## src/rtl/pclc_pkg.sv

```systemverilog
// ----------------------------------------------------------------------------
// pclc_pkg
// types and constants shared by the parallel camera line capture block
// ----------------------------------------------------------------------------
`default_nettype none

package pclc_pkg;

  // register map (byte address = 4 * index)
  localparam int unsigned CFG_ADDR_W = 3;
  localparam logic CFG_IDX_WORDS = 1'b0;
  localparam logic CFG_IDX_LINES = 1'b1;

  localparam int unsigned WPL_W = 11;
  localparam int unsigned LPF_W = 13;

  localparam logic [WPL_W-1:0] WPL_RESET = 11'd320;
  localparam logic [LPF_W-1:0] LPF_RESET = 13'd960;

  localparam int unsigned WORD_IDX_W = 10;
  localparam int unsigned LINE_IDX_W = 12;

  // one sample of the camera pins, or a host start request
  typedef struct packed {
    logic       func;
    logic       vsync;
    logic       hsync;
    logic       pclk;
    logic [7:0] pixel_byte;
  } pclc_in_t;

  // one packed word of a line
  typedef struct packed {
    logic [31:0]           packed_word;
    logic [WORD_IDX_W-1:0] word_index;
    logic [LINE_IDX_W-1:0] line_index;
    logic                  buffer_select;
    logic                  line_done;
    logic                  frame_done;
  } pclc_out_t;

  // raw register contents as seen by the capture logic
  typedef struct packed {
    logic [WPL_W-1:0] words_per_line;
    logic [LPF_W-1:0] lines_per_frame;
  } pclc_cfg_t;

endpackage

`default_nettype wire

```

## src/rtl/pclc_cfg_regs.sv

```systemverilog
// ----------------------------------------------------------------------------
// pclc_cfg_regs
// apb register file: words per line and lines per frame
// ----------------------------------------------------------------------------
`default_nettype none

module pclc_cfg_regs
  import pclc_pkg::*;
(
  input  wire logic                  clk,
  input  wire logic                  rst_n,
  input  wire logic                  psel,
  input  wire logic                  penable,
  input  wire logic                  pwrite,
  input  wire logic [CFG_ADDR_W-1:0] paddr,
  input  wire logic [31:0]           pwdata,
  output logic      [31:0]           prdata,
  output logic                       pready,
  output pclc_cfg_t                  cfg
);

  logic [WPL_W-1:0] wpl_r;
  logic [LPF_W-1:0] lpf_r;
  logic             wr_en;
  logic             idx;

  assign pready = 1'b1;
  assign idx    = paddr[2];
  assign wr_en  = psel && penable && pwrite;

  always_ff @(posedge clk) begin
    if (!rst_n) begin
      wpl_r <= WPL_RESET;
      lpf_r <= LPF_RESET;
    end else if (wr_en) begin
      unique case (idx)
        CFG_IDX_WORDS: wpl_r <= pwdata[WPL_W-1:0];
        CFG_IDX_LINES: lpf_r <= pwdata[LPF_W-1:0];
        default:       ;
      endcase
    end
  end

  always_comb begin
    unique case (idx)
      CFG_IDX_WORDS: prdata = 32'(wpl_r);
      CFG_IDX_LINES: prdata = 32'(lpf_r);
      default:       prdata = '0;
    endcase
  end

  assign cfg.words_per_line  = wpl_r;
  assign cfg.lines_per_frame = lpf_r;

endmodule

`default_nettype wire

```

## src/rtl/pclc_capture.sv

```systemverilog
// ----------------------------------------------------------------------------
// pclc_capture
// frame sequencer, pixel clock edge detect, byte packing and line counters
// ----------------------------------------------------------------------------
`default_nettype none

module pclc_capture
  import pclc_pkg::*;
#(
  parameter int unsigned MAX_WORDS_PER_LINE = 1024,
  parameter int unsigned MAX_LINES          = 4096
)
(
  input  wire logic      clk,
  input  wire logic      rst_n,
  input  wire logic      item_valid,
  input  pclc_in_t       item,
  input  pclc_cfg_t      cfg,
  output logic           res_valid,
  output pclc_out_t      res
);

  localparam int unsigned WCW = (MAX_WORDS_PER_LINE > 1) ? $clog2(MAX_WORDS_PER_LINE) : 1;
  localparam int unsigned LCW = (MAX_LINES > 1) ? $clog2(MAX_LINES) : 1;
  // compare widths: hold count + 1, the raw register and the maximum
  localparam int unsigned WKW = (WCW + 1 > WPL_W + 1) ? WCW + 1 : WPL_W + 1;
  localparam int unsigned LKW = (LCW + 1 > LPF_W + 1) ? LCW + 1 : LPF_W + 1;
  localparam int unsigned WXW = (WCW > WORD_IDX_W) ? WCW : WORD_IDX_W;
  localparam int unsigned LXW = (LCW > LINE_IDX_W) ? LCW : LINE_IDX_W;

  typedef enum logic [1:0] {
    PH_IDLE,
    PH_WAIT_LOW,
    PH_WAIT_HIGH,
    PH_CAPTURE
  } phase_t;

  phase_t          phase_r, phase_nxt;
  logic            start_r, start_nxt;
  logic            gate_r, gate_nxt;
  logic            low_seen_r, low_seen_nxt;
  logic [1:0]      bc_r, bc_nxt;
  logic [23:0]     partial_r, partial_nxt;
  logic [WCW-1:0]  wc_r, wc_nxt;
  logic [LCW-1:0]  lc_r, lc_nxt;
  logic            buf_r, buf_nxt;

  logic [WKW-1:0]  word_lim;
  logic [LKW-1:0]  line_lim;
  logic            ld, fd;
  logic [WXW-1:0]  wc_ext;
  logic [LXW-1:0]  lc_ext;

  // zero acts as one, large values saturate
  always_comb begin
    if (cfg.words_per_line == '0) begin
      word_lim = WKW'(1);
    end else if (WKW'(cfg.words_per_line) > WKW'(MAX_WORDS_PER_LINE)) begin
      word_lim = WKW'(MAX_WORDS_PER_LINE);
    end else begin
      word_lim = WKW'(cfg.words_per_line);
    end
    if (cfg.lines_per_frame == '0) begin
      line_lim = LKW'(1);
    end else if (LKW'(cfg.lines_per_frame) > LKW'(MAX_LINES)) begin
      line_lim = LKW'(MAX_LINES);
    end else begin
      line_lim = LKW'(cfg.lines_per_frame);
    end
  end

  assign ld = (WKW'(wc_r) + WKW'(1)) >= word_lim;
  assign fd = ld && ((LKW'(lc_r) + LKW'(1)) >= line_lim);

  assign wc_ext = WXW'(wc_r);
  assign lc_ext = LXW'(lc_r);

  always_comb begin
    phase_nxt    = phase_r;
    start_nxt    = start_r;
    gate_nxt     = gate_r;
    low_seen_nxt = low_seen_r;
    bc_nxt       = bc_r;
    partial_nxt  = partial_r;
    wc_nxt       = wc_r;
    lc_nxt       = lc_r;
    buf_nxt      = buf_r;
    res_valid    = 1'b0;

    res.packed_word   = {partial_r, item.pixel_byte};
    res.word_index    = wc_ext[WORD_IDX_W-1:0];
    res.line_index    = lc_ext[LINE_IDX_W-1:0];
    res.buffer_select = buf_r;
    res.line_done     = ld;
    res.frame_done    = fd;

    if (item_valid) begin
      if (item.func) begin
        start_nxt = 1'b1;
      end else begin
        unique case (phase_r)
          PH_IDLE: begin
            if (start_r) begin
              start_nxt = 1'b0;
              phase_nxt = PH_WAIT_LOW;
            end
          end
          PH_WAIT_LOW: begin
            if (!item.vsync) phase_nxt = PH_WAIT_HIGH;
          end
          PH_WAIT_HIGH: begin
            if (item.vsync) begin
              phase_nxt    = PH_CAPTURE;
              gate_nxt     = 1'b0;
              low_seen_nxt = 1'b0;
              bc_nxt       = '0;
              partial_nxt  = '0;
              wc_nxt       = '0;
              lc_nxt       = '0;
            end
          end
          PH_CAPTURE: begin
            // hsync opens the gate and that sample's pclk counts at once
            if (gate_r || item.hsync) begin
              gate_nxt = 1'b1;
              if (!item.pclk) begin
                low_seen_nxt = 1'b1;
              end else if (low_seen_r) begin
                low_seen_nxt = 1'b0;
                if (bc_r != 2'd3) begin
                  partial_nxt = {partial_r[15:0], item.pixel_byte};
                  bc_nxt      = bc_r + 2'd1;
                end else begin
                  res_valid   = 1'b1;
                  bc_nxt      = '0;
                  partial_nxt = '0;
                  gate_nxt    = 1'b0;
                  if (ld) begin
                    wc_nxt  = '0;
                    buf_nxt = !buf_r;
                    if (fd) begin
                      lc_nxt    = '0;
                      phase_nxt = PH_IDLE;
                    end else begin
                      lc_nxt = lc_r + LCW'(1);
                    end
                  end else begin
                    wc_nxt = wc_r + WCW'(1);
                  end
                end
              end
            end
          end
          default: ;
        endcase
      end
    end
  end

  always_ff @(posedge clk) begin
    if (!rst_n) begin
      phase_r    <= PH_IDLE;
      start_r    <= 1'b0;
      gate_r     <= 1'b0;
      low_seen_r <= 1'b0;
      bc_r       <= '0;
      partial_r  <= '0;
      wc_r       <= '0;
      lc_r       <= '0;
      buf_r      <= 1'b0;
    end else begin
      phase_r    <= phase_nxt;
      start_r    <= start_nxt;
      gate_r     <= gate_nxt;
      low_seen_r <= low_seen_nxt;
      bc_r       <= bc_nxt;
      partial_r  <= partial_nxt;
      wc_r       <= wc_nxt;
      lc_r       <= lc_nxt;
      buf_r      <= buf_nxt;
    end
  end

endmodule

`default_nettype wire

```

## src/rtl/parallel_camera_line_capture.sv

```systemverilog
// ----------------------------------------------------------------------------
// parallel_camera_line_capture
// parallel camera port capture: vsync/hsync/pclk sampling into packed words
// ----------------------------------------------------------------------------
// Each beat on the input channel is either one sample of the camera pins or a
// host start request. The block takes one beat every clock cycle as long as
// the result side keeps up; a beat passes through an input register and the
// capture state update, and its word (if it completes one) is then loaded into
// the output register. The rate is set by the single pass of the capture
// state update, which is done once per beat. After a
// start request the block waits for vsync low then high, then packs four
// bytes per word (first byte in bits 31:24), one byte per rising pclk edge,
// each word opened by hsync high. Every completed word comes out with its
// word and line index, the line buffer flag and line/frame done marks.
// Register 0 (byte address 0) is words per line, register 1 (byte address 4)
// is lines per frame; zero acts as one and large values saturate at the
// maximum parameters. Write the registers only while no beat is in flight;
// a count already at or past a new, smaller limit ends its line or frame on
// the next word.
// ----------------------------------------------------------------------------
`default_nettype none

module parallel_camera_line_capture
  import pclc_pkg::*;
#(
  parameter int unsigned MAX_WORDS_PER_LINE = 1024,
  parameter int unsigned MAX_LINES          = 4096
)
(
  input  wire logic                  clk,
  input  wire logic                  rst_n,
  // input channel
  input  wire logic                  in_valid,
  output logic                       in_stall,
  input  pclc_in_t                   in_data,
  // result channel
  output logic                       out_valid,
  input  wire logic                  out_stall,
  output pclc_out_t                  out_data,
  // configuration port
  input  wire logic                  cfg_psel,
  input  wire logic                  cfg_penable,
  input  wire logic                  cfg_pwrite,
  input  wire logic [CFG_ADDR_W-1:0] cfg_paddr,
  input  wire logic [31:0]           cfg_pwdata,
  output logic      [31:0]           cfg_prdata,
  output logic                       cfg_pready
);

  pclc_cfg_t  cfg;

  // input register
  logic       s1_valid_r;
  pclc_in_t   s1_item_r;

  // result register
  logic       out_valid_r;
  pclc_out_t  out_data_r;

  logic       advance;
  logic       s1_fire;
  logic       in_accept;
  logic       res_valid;
  pclc_out_t  res;

  pclc_cfg_regs u_regs (
    .clk     (clk),
    .rst_n   (rst_n),
    .psel    (cfg_psel),
    .penable (cfg_penable),
    .pwrite  (cfg_pwrite),
    .paddr   (cfg_paddr),
    .pwdata  (cfg_pwdata),
    .prdata  (cfg_prdata),
    .pready  (cfg_pready),
    .cfg     (cfg)
  );

  // the result register is free when empty or being taken this cycle
  assign advance   = !(out_valid_r && out_stall);
  assign s1_fire   = s1_valid_r && advance;
  // input register refills while its beat moves on
  assign in_stall  = s1_valid_r && !advance;
  assign in_accept = in_valid && !in_stall;

  pclc_capture #(
    .MAX_WORDS_PER_LINE (MAX_WORDS_PER_LINE),
    .MAX_LINES          (MAX_LINES)
  ) u_capture (
    .clk        (clk),
    .rst_n      (rst_n),
    .item_valid (s1_fire),
    .item       (s1_item_r),
    .cfg        (cfg),
    .res_valid  (res_valid),
    .res        (res)
  );

  // control state
  always_ff @(posedge clk) begin
    if (!rst_n) begin
      s1_valid_r  <= 1'b0;
      out_valid_r <= 1'b0;
    end else begin
      if (in_accept) begin
        s1_valid_r <= 1'b1;
      end else if (s1_fire) begin
        s1_valid_r <= 1'b0;
      end
      if (advance) begin
        out_valid_r <= s1_fire && res_valid;
      end
    end
  end

  // payload, no reset needed
  always_ff @(posedge clk) begin
    if (in_accept) begin
      s1_item_r <= in_data;
    end
    if (s1_fire && res_valid) begin
      out_data_r <= res;
    end
  end

  assign out_valid = out_valid_r;
  assign out_data  = out_data_r;

  // a frame can only end on the last word of a line
  a_frame_on_line_end: assert property (@(posedge clk) disable iff (!rst_n)
    out_valid_r && out_data_r.frame_done |-> out_data_r.line_done)
    else $error("frame_done without line_done");

  // input is only held off while a full result register is stalled
  a_stall_cause: assert property (@(posedge clk) disable iff (!rst_n)
    in_stall |-> s1_valid_r && out_valid_r && out_stall)
    else $error("input stalled without a stalled result");

  // a beat held in the input register is not lost or overwritten
  a_s1_hold: assert property (@(posedge clk) disable iff (!rst_n)
    s1_valid_r && out_valid_r && out_stall |=> s1_valid_r && $stable(s1_item_r))
    else $error("held input beat changed");

  // a result register that is stalled keeps its word
  a_out_hold: assert property (@(posedge clk) disable iff (!rst_n)
    out_valid_r && out_stall |=> out_valid_r && $stable(out_data_r))
    else $error("stalled result changed");

endmodule

`default_nettype wire
```

## config.mk

```make
export PLATFORM = sky130hd
export DESIGN_NAME = parallel_camera_line_capture
export DESIGN_NICKNAME = d
export VERILOG_FILES = /design/src/rtl/pclc_pkg.sv /design/src/rtl/pclc_cfg_regs.sv /design/src/rtl/pclc_capture.sv /design/src/rtl/parallel_camera_line_capture.sv
export SDC_FILE = /design/constraint.sdc
export NUM_CORES = 1
export LEC_CHECK = 0
export BUFFER_PORTS_ARGS = -buffer_cell sky130_fd_sc_hd__buf_2
export CORE_MARGIN = 10
export CORE_UTILIZATION = 28
export DETAILED_ROUTE_END_ITERATION = 12
export REMOVE_ABC_BUFFERS = 1
export SETUP_SLACK_MARGIN = 0.5
export SLEW_MARGIN = 25
export SYNTH_ARGS = -nofsm -noshare
export SYNTH_HDL_FRONTEND = slang
export SYNTH_SLANG_ARGS = --single-unit
```

## constraint.sdc

```tcl
create_clock -name clk -period 11.05 [get_ports clk]
set_input_delay 2.21 -clock clk [delete_from_list [all_inputs] [get_ports clk]]
set_output_delay 2.21 -clock clk [all_outputs]
set_load 0.005 [all_outputs]
```

==> results.json, run 1 <==
{
  "status": "finished, final reports clean",
  "grt_usage_pct": 10.7,
  "fin_nets": 843,
  "postCtsSetupBuffers": 0,
  "path_class": "input port to primary output",
  "setup_viol": 0,
  "timing.reg2reg.setup_slack_ps": 7300,
  "grt-ovfl-total": 0,
  "ir_drop_uv": 97.3,
  "holdCritPathClass": "flip-flop to flip-flop",
  "cts-resized-gates": 0,
  "grt_setup_unrepaired": "no",
  "placeableCoreArea_um2": 23600,
  "yosysSeqAreaShare_pct": 54.5,
  "holdPathEnd": "out_data[50]",
  "start_util_pct": 28.5,
  "worst_slack_ps": 5790,
  "drv_cap": 0,
  "grt_max_degree": 37,
  "max_freq_mhz": 190,
  "drive_above_1_share_pct": 22.2,
  "path_cells": "buf_2 > mux2_2 > buf_2",
  "detail-route-antenna-nets": 0,
  "end_kind": "primary output",
  "portBuffers": 104,
  "yosysTopAreaCell": "edfxtp_1",
  "r2r_cells": 13,
  "ys_warn_count": 0,
  "area_growth_pct": 19.3,
  "hold_violations": 0,
  "firstDrtPassIters": 5,
  "cts_buffer_depth": 2,
  "synth-main-ff-cell": "dfxtp_1",
  "die_h_um": 175,
  "synth-edff-count": 69,
  "nFillCells": 2440,
  "syn_area_per_cell_um2": 10.2,
  "crit_fanout": 16,
  "clkTransAtPathRegs_ps": 60,
  "cts_sinks": 149,
  "finalWeightedCongestion": 0.817,
  "relSlewSlack_pct": 34.9,
  "ioPinCount": 146,
  "final_cell_mix": "124 x nand2_1, 104 x buf_2, 80 x dfxtp_1",
  "finalPower_w": 0.00116,
  "path_buf_inv": 2,
  "routed_via_density": 4.55,
  "cp_slowest_cell": "mux2_2",
  "multiInputGateArea_um2": 2790,
  "yosysUniqueCellTypes": 60,
  "skew_ps": 8.24,
  "antenna_found_initial": 0,
  "hpwl_um": 11900,
  "leakagePower_nw": 3.22,
  "ys_top_cells_by_area": "edfxtp_1 31%, dfxtp_1 24%, nand2_1 6.9%",
  "drtIter0Drc": 249,
  "cp-start-kind": "input port",
  "vias": 4959,
  "hold_start": "u_capture.partial_r[17]",
  "wl_um": 16500,
  "clock_latency_ps": 420,
  "placedCellCount": 1058,
  "cts-root-buf": "clkbuf_16",
  "tns_ps": 0,
  "critPathMaxStageDelay_ps": 400,
  "grt_pass1_vias": 4857,
  "regArea_um2": 3670,
  "p_per_area_nw_per_um2": 144,
  "crit_family": "buffers and inverters",
  "crit_required_ps": 8840,
  "cts_tree": "built",
  "instances_no_fill": 1090,
  "drcViolationCount": 0,
  "max_slew.worst_pin.slew_ps": 976,
  "rows": 56,
  "ys_ff_latch": 149,
  "pre_cts_ws_ps": 5790,
  "crit_top_cell": "buf_2",
  "min_period_over_period_pct": 47.6,
  "final_common_cell": "nand2_1",
  "wl_per_cell_um": 15.1,
  "grt_pass1_wl_um": 26500,
  "antenna_cells": 0,
  "dieArea_um2": 30700,
  "netlist_instances": 659,
  "cts-hold-fix-buffers": 0,
  "synth_area_um2": 6740,
  "reg2reg_from": "u_capture.lc_ext[0]",
  "period_minus_slack_ps": 5260,
  "ys_async_sr_fraction_pct": 0,
  "die_w_um": 175,
  "cts_buffers": 17,
  "reg2reg_to": "u_capture.lc_ext[7]",
  "cp.arrival_ps": 3050,
  "whs_path_depth": 0,
  "synth.top_cell.area_share_pct": 30.7,
  "drv_slew": 0,
  "htreeDepth": 4
}
flip-flops by register name, indices dropped and copies added (netlist names), 10 cells and up:
name	flops
u_regs.wpl_r	11
out_data	57
u_capture.lc_ext	12
u_regs.lpf_r	13
u_capture.wc_ext	10
u_capture.partial_r	24
s1_item_r	12
power breakdown:
group | switching [W] | total, W | internal, W
clock network | 0.000244 | 0.000538 | 0.000295
logic | 0.0000226 | 0.0000352 | 0.0000126
registers | 0.00000477 | 0.000585 | 0.000580
total | 0.000271 | 0.00116 | 0.000887
cells in the mapped netlist, types with 3 or more instances:
cell type  number
nor2_1         21
nor3b_1         4
nor2b_1         4
dfxtp_1        80
xnor2_1         9
buf_2           3
and2_1          7
o21ai_1         6
or3_1           5
nand3_1        42
ha_1           31
nand4_1         9
inv_1          15
buf_4          22
edfxtp_1       69
o21ai_0        14
a21oi_1        70
nor4_1          6
xor2_1          9
buf_6           3
o21a_1          5
a31oi_1         4
clkbuf_1       18
a32oi_1         4
and3_1         11
mux2_2         10
nor3_1          4
nand2_1       124
a21o_1          7
layer usage:
metal / wire length [um] / vias up / global-route usage [%]
met5: 0 / - / 0
li1: - / 2509 / -
met3: 1170 / 16 / 3.62
met1: 8210 / 2291 / 14.6
met2: 6930 / 143 / 15.3
met4: 191 / 0 / 3.67
area by class of cell:
type / count / area share, %
multi-input cells: 463 / 34.7
repair buffers: 110 / 7.03
inverters: 17 / 0.794
clock inverters: 13 / 1.45
well taps: 319 / 4.96
flip-flops and latches: 149 / 45.7
clock buffers: 19 / 5.38
cells by family after synthesis:
family                   Yosys count  share of synthesized area, %
flip-flops                       149                          54.5
AND/OR/NAND/NOR                  253                          18.5
buffers and inverters             65                          5.23
other                              2                         0.111
XOR/XNOR                          18                          2.34
adder cells (fa/ha/maj)           31                          5.75
multiplexers                      12                          1.97
AO/OA/AOI/OAI                    129                          11.6
through the flow:
| step | util, % | hold WS [ps] | instance area (um^2) |
|---|---|---|---|
| 2_1_floorplan | - | 408 | 6520 |
| 3_3_place_gp | 31.7 | 412 | 7490 |
| 3_5_place_dp | 31.7 | 415 | 7490 |
| 4_1_cts | 34.1 | 429 | 8040 |
| 5_1_grt | 34.1 | 441 | 8040 |
| 6_report | 34.1 | 427 | 8040 |
how the worst max path moves through the flow:
stage / start / end / slack (ps) / cells after the start
2_1_floorplan: out_stall / u_capture.buf_r / 2120 / 5
3_3_place_gp: cfg_paddr[2] / cfg_prdata[6] / 5790 / 3
3_5_place_dp: cfg_paddr[2] / cfg_prdata[6] / 5790 / 3
4_1_cts: cfg_paddr[2] / cfg_prdata[6] / 5790 / 3
5_1_grt: cfg_paddr[2] / cfg_prdata[7] / 5760 / 3
6_report: cfg_paddr[2] / cfg_prdata[6] / 5790 / 3
No activity file was read; power rests on OpenSTA's default activity.
==> inputs of run 2 (changes only) <==
==> constraint.sdc (replaced) <==
create_clock -name clk -period 5.07 [get_ports clk]
set_input_delay 1.014 -clock clk [delete_from_list [all_inputs] [get_ports clk]]
set_output_delay 1.014 -clock clk [all_outputs]
set_load 0.005 [all_outputs]
==> results.json, run 2 (same netlist as run 1, synthesis figures left out) <==
{
  "status": "finished, final reports clean",
  "final_cell_mix": "124 x nand2_1, 104 x buf_2, 80 x dfxtp_1",
  "grt_usage_pct": 10.5,
  "firstDrtPassIters": 4,
  "holdCritPathClass": "flip-flop to flip-flop",
  "cts-hold-fix-buffers": 0,
  "cp-start-kind": "flip-flop",
  "p_per_area_nw_per_um2": 326,
  "min_period_over_period_pct": 72.2,
  "max_slew.worst_pin.slew_ps": 923,
  "area_growth_pct": 20.1,
  "finalWeightedCongestion": 0.778,
  "end_kind": "flip-flop",
  "seq_power_share_pct": 48.3,
  "grt_pass1_vias": 4800,
  "die_w_um": 175,
  "regArea_um2": 3670,
  "detail-route-antenna-nets": 0,
  "skew_ps": 10.2,
  "drtIter0Drc": 345,
  "drive_above_1_share_pct": 22.3,
  "htreeDepth": 4,
  "crit_required_ps": 5420,
  "leakagePower_nw": 3.20,
  "cts_sinks": 149,
  "cts-root-buf": "clkbuf_16",
  "final_common_cell": "nand2_1",
  "multiInputGateArea_um2": 2790,
  "dieArea_um2": 30700,
  "rows": 56,
  "die_h_um": 175,
  "p_sw_share_pct": 22.5,
  "hpwl_um": 11700,
  "cts_buffers": 17,
  "grt_max_degree": 43,
  "wl_um": 16200,
  "routed_via_density": 4.56,
  "antenna_found_initial": 0,
  "grt_setup_unrepaired": "no",
  "grt-ovfl-total": 0,
  "drv_slew": 0,
  "placeableCoreArea_um2": 23600,
  "max_freq_mhz": 273,
  "drcViolationCount": 0,
  "antenna_cells": 0,
  "crit_fanout": 16,
  "drv_cap": 0,
  "relSlewSlack_pct": 38.5,
  "p_sw_w": 0.000593,
  "portBuffers": 104,
  "setup_viol": 0,
  "cp.arrival_ps": 4010,
  "wl_per_cell_um": 14.9,
  "cts_buffer_depth": 2,
  "finalPower_w": 0.00264,
  "clock_latency_ps": 430,
  "nFillCells": 2437,
  "fin_nets": 843,
  "path_class": "flip-flop to flip-flop",
  "power_frac_comb_pct": 2.9,
  "whs_ps": 430,
  "ioPinCount": 146,
  "start_util_pct": 28.5,
  "clkTransAtPathRegs_ps": 60,
  "intPower_w": 0.00205,
  "vias": 4974,
  "period_minus_slack_ps": 3660,
  "pwr-share-clk_pct": 48.8,
  "hold_violations": 0,
  "grt_pass1_wl_um": 25800,
  "cts_tree": "built",
  "largest_reg_flops": 57,
  "cts-resized-gates": 0,
  "ir_drop_uv": 171,
  "postCtsSetupBuffers": 0
}
## run 2: layout make-up
cell class                 count  area share (%)
clock buffer                  19            5.47
clock inverter                13            1.99
inverter                      17           0.788
multi-input combinational    463            34.5
sequential                   149            45.4
tap                          319            4.93
timing repair buffer         110            6.99
## run 2: through the flow
stage | instances | setup WS [ps] | util, % | TNS [ps] | area, um^2
finish | 1090 | 1410 | 34.3 | 0 | 8100
global route | 1090 | 1150 | 34.3 | 0 | 8100
CTS | 1090 | 1420 | 34.3 | 0 | 8100
detailed placement | 1058 | 1440 | 31.7 | 0 | 7490
global placement | 1058 | 1470 | 31.7 | 0 | 7490
floorplan | 629 | -2660 | - | -136460 | 6520
## run 2: worst paths after layout
path | startpoint | to | slack (ps) | cells past startpoint
hold / removal | u_capture.partial_r[19] | out_data[52] | 430 | 0
setup / recovery | u_capture.lc_ext[0] | u_capture.lc_ext[8] | 1410 | 13
hold reg to reg | u_capture.partial_r[19] | out_data[52] | 430 | 0
setup reg to reg | u_capture.lc_ext[0] | u_capture.lc_ext[8] | 1410 | 13
## run 2: worst max-delay path, cell delays in order (launching register included)
cell	delay, ps
dfxtp_1	450
ha_1	320
nand3_4	150
nor2_4	190
nand3_4	110
or2_4	280
xnor2_1	140
ha_1	300
and3_1	150
a221o_1	340
a211oi_2	180
and2_1	560
a21oi_1	200
o21ai_0	210
## run 2: metal layers
metal  vias to the layer above  part of all wire [%]  track usage, %
met5                         -                     0               0
met4                         0                  0.82            2.86
met3                         9                   7.6            4.03
met2                       165                    42            15.0
met1                      2297                    49            14.2
li1                       2503                     -               -
## run 2: power by group through the flow
stage	Sequential (W)	Combinational [W]	Clock, W
4_1_cts	0.00127	0.0000760	0.00132
2_1_floorplan	0.00130	0.0000407	0
6_report	0.00127	0.0000764	0.00129
5_1_grt	0.00128	0.0000863	0.00137
3_3_place_gp	0.00130	0.0000753	0
3_5_place_dp	0.00130	0.0000754	0
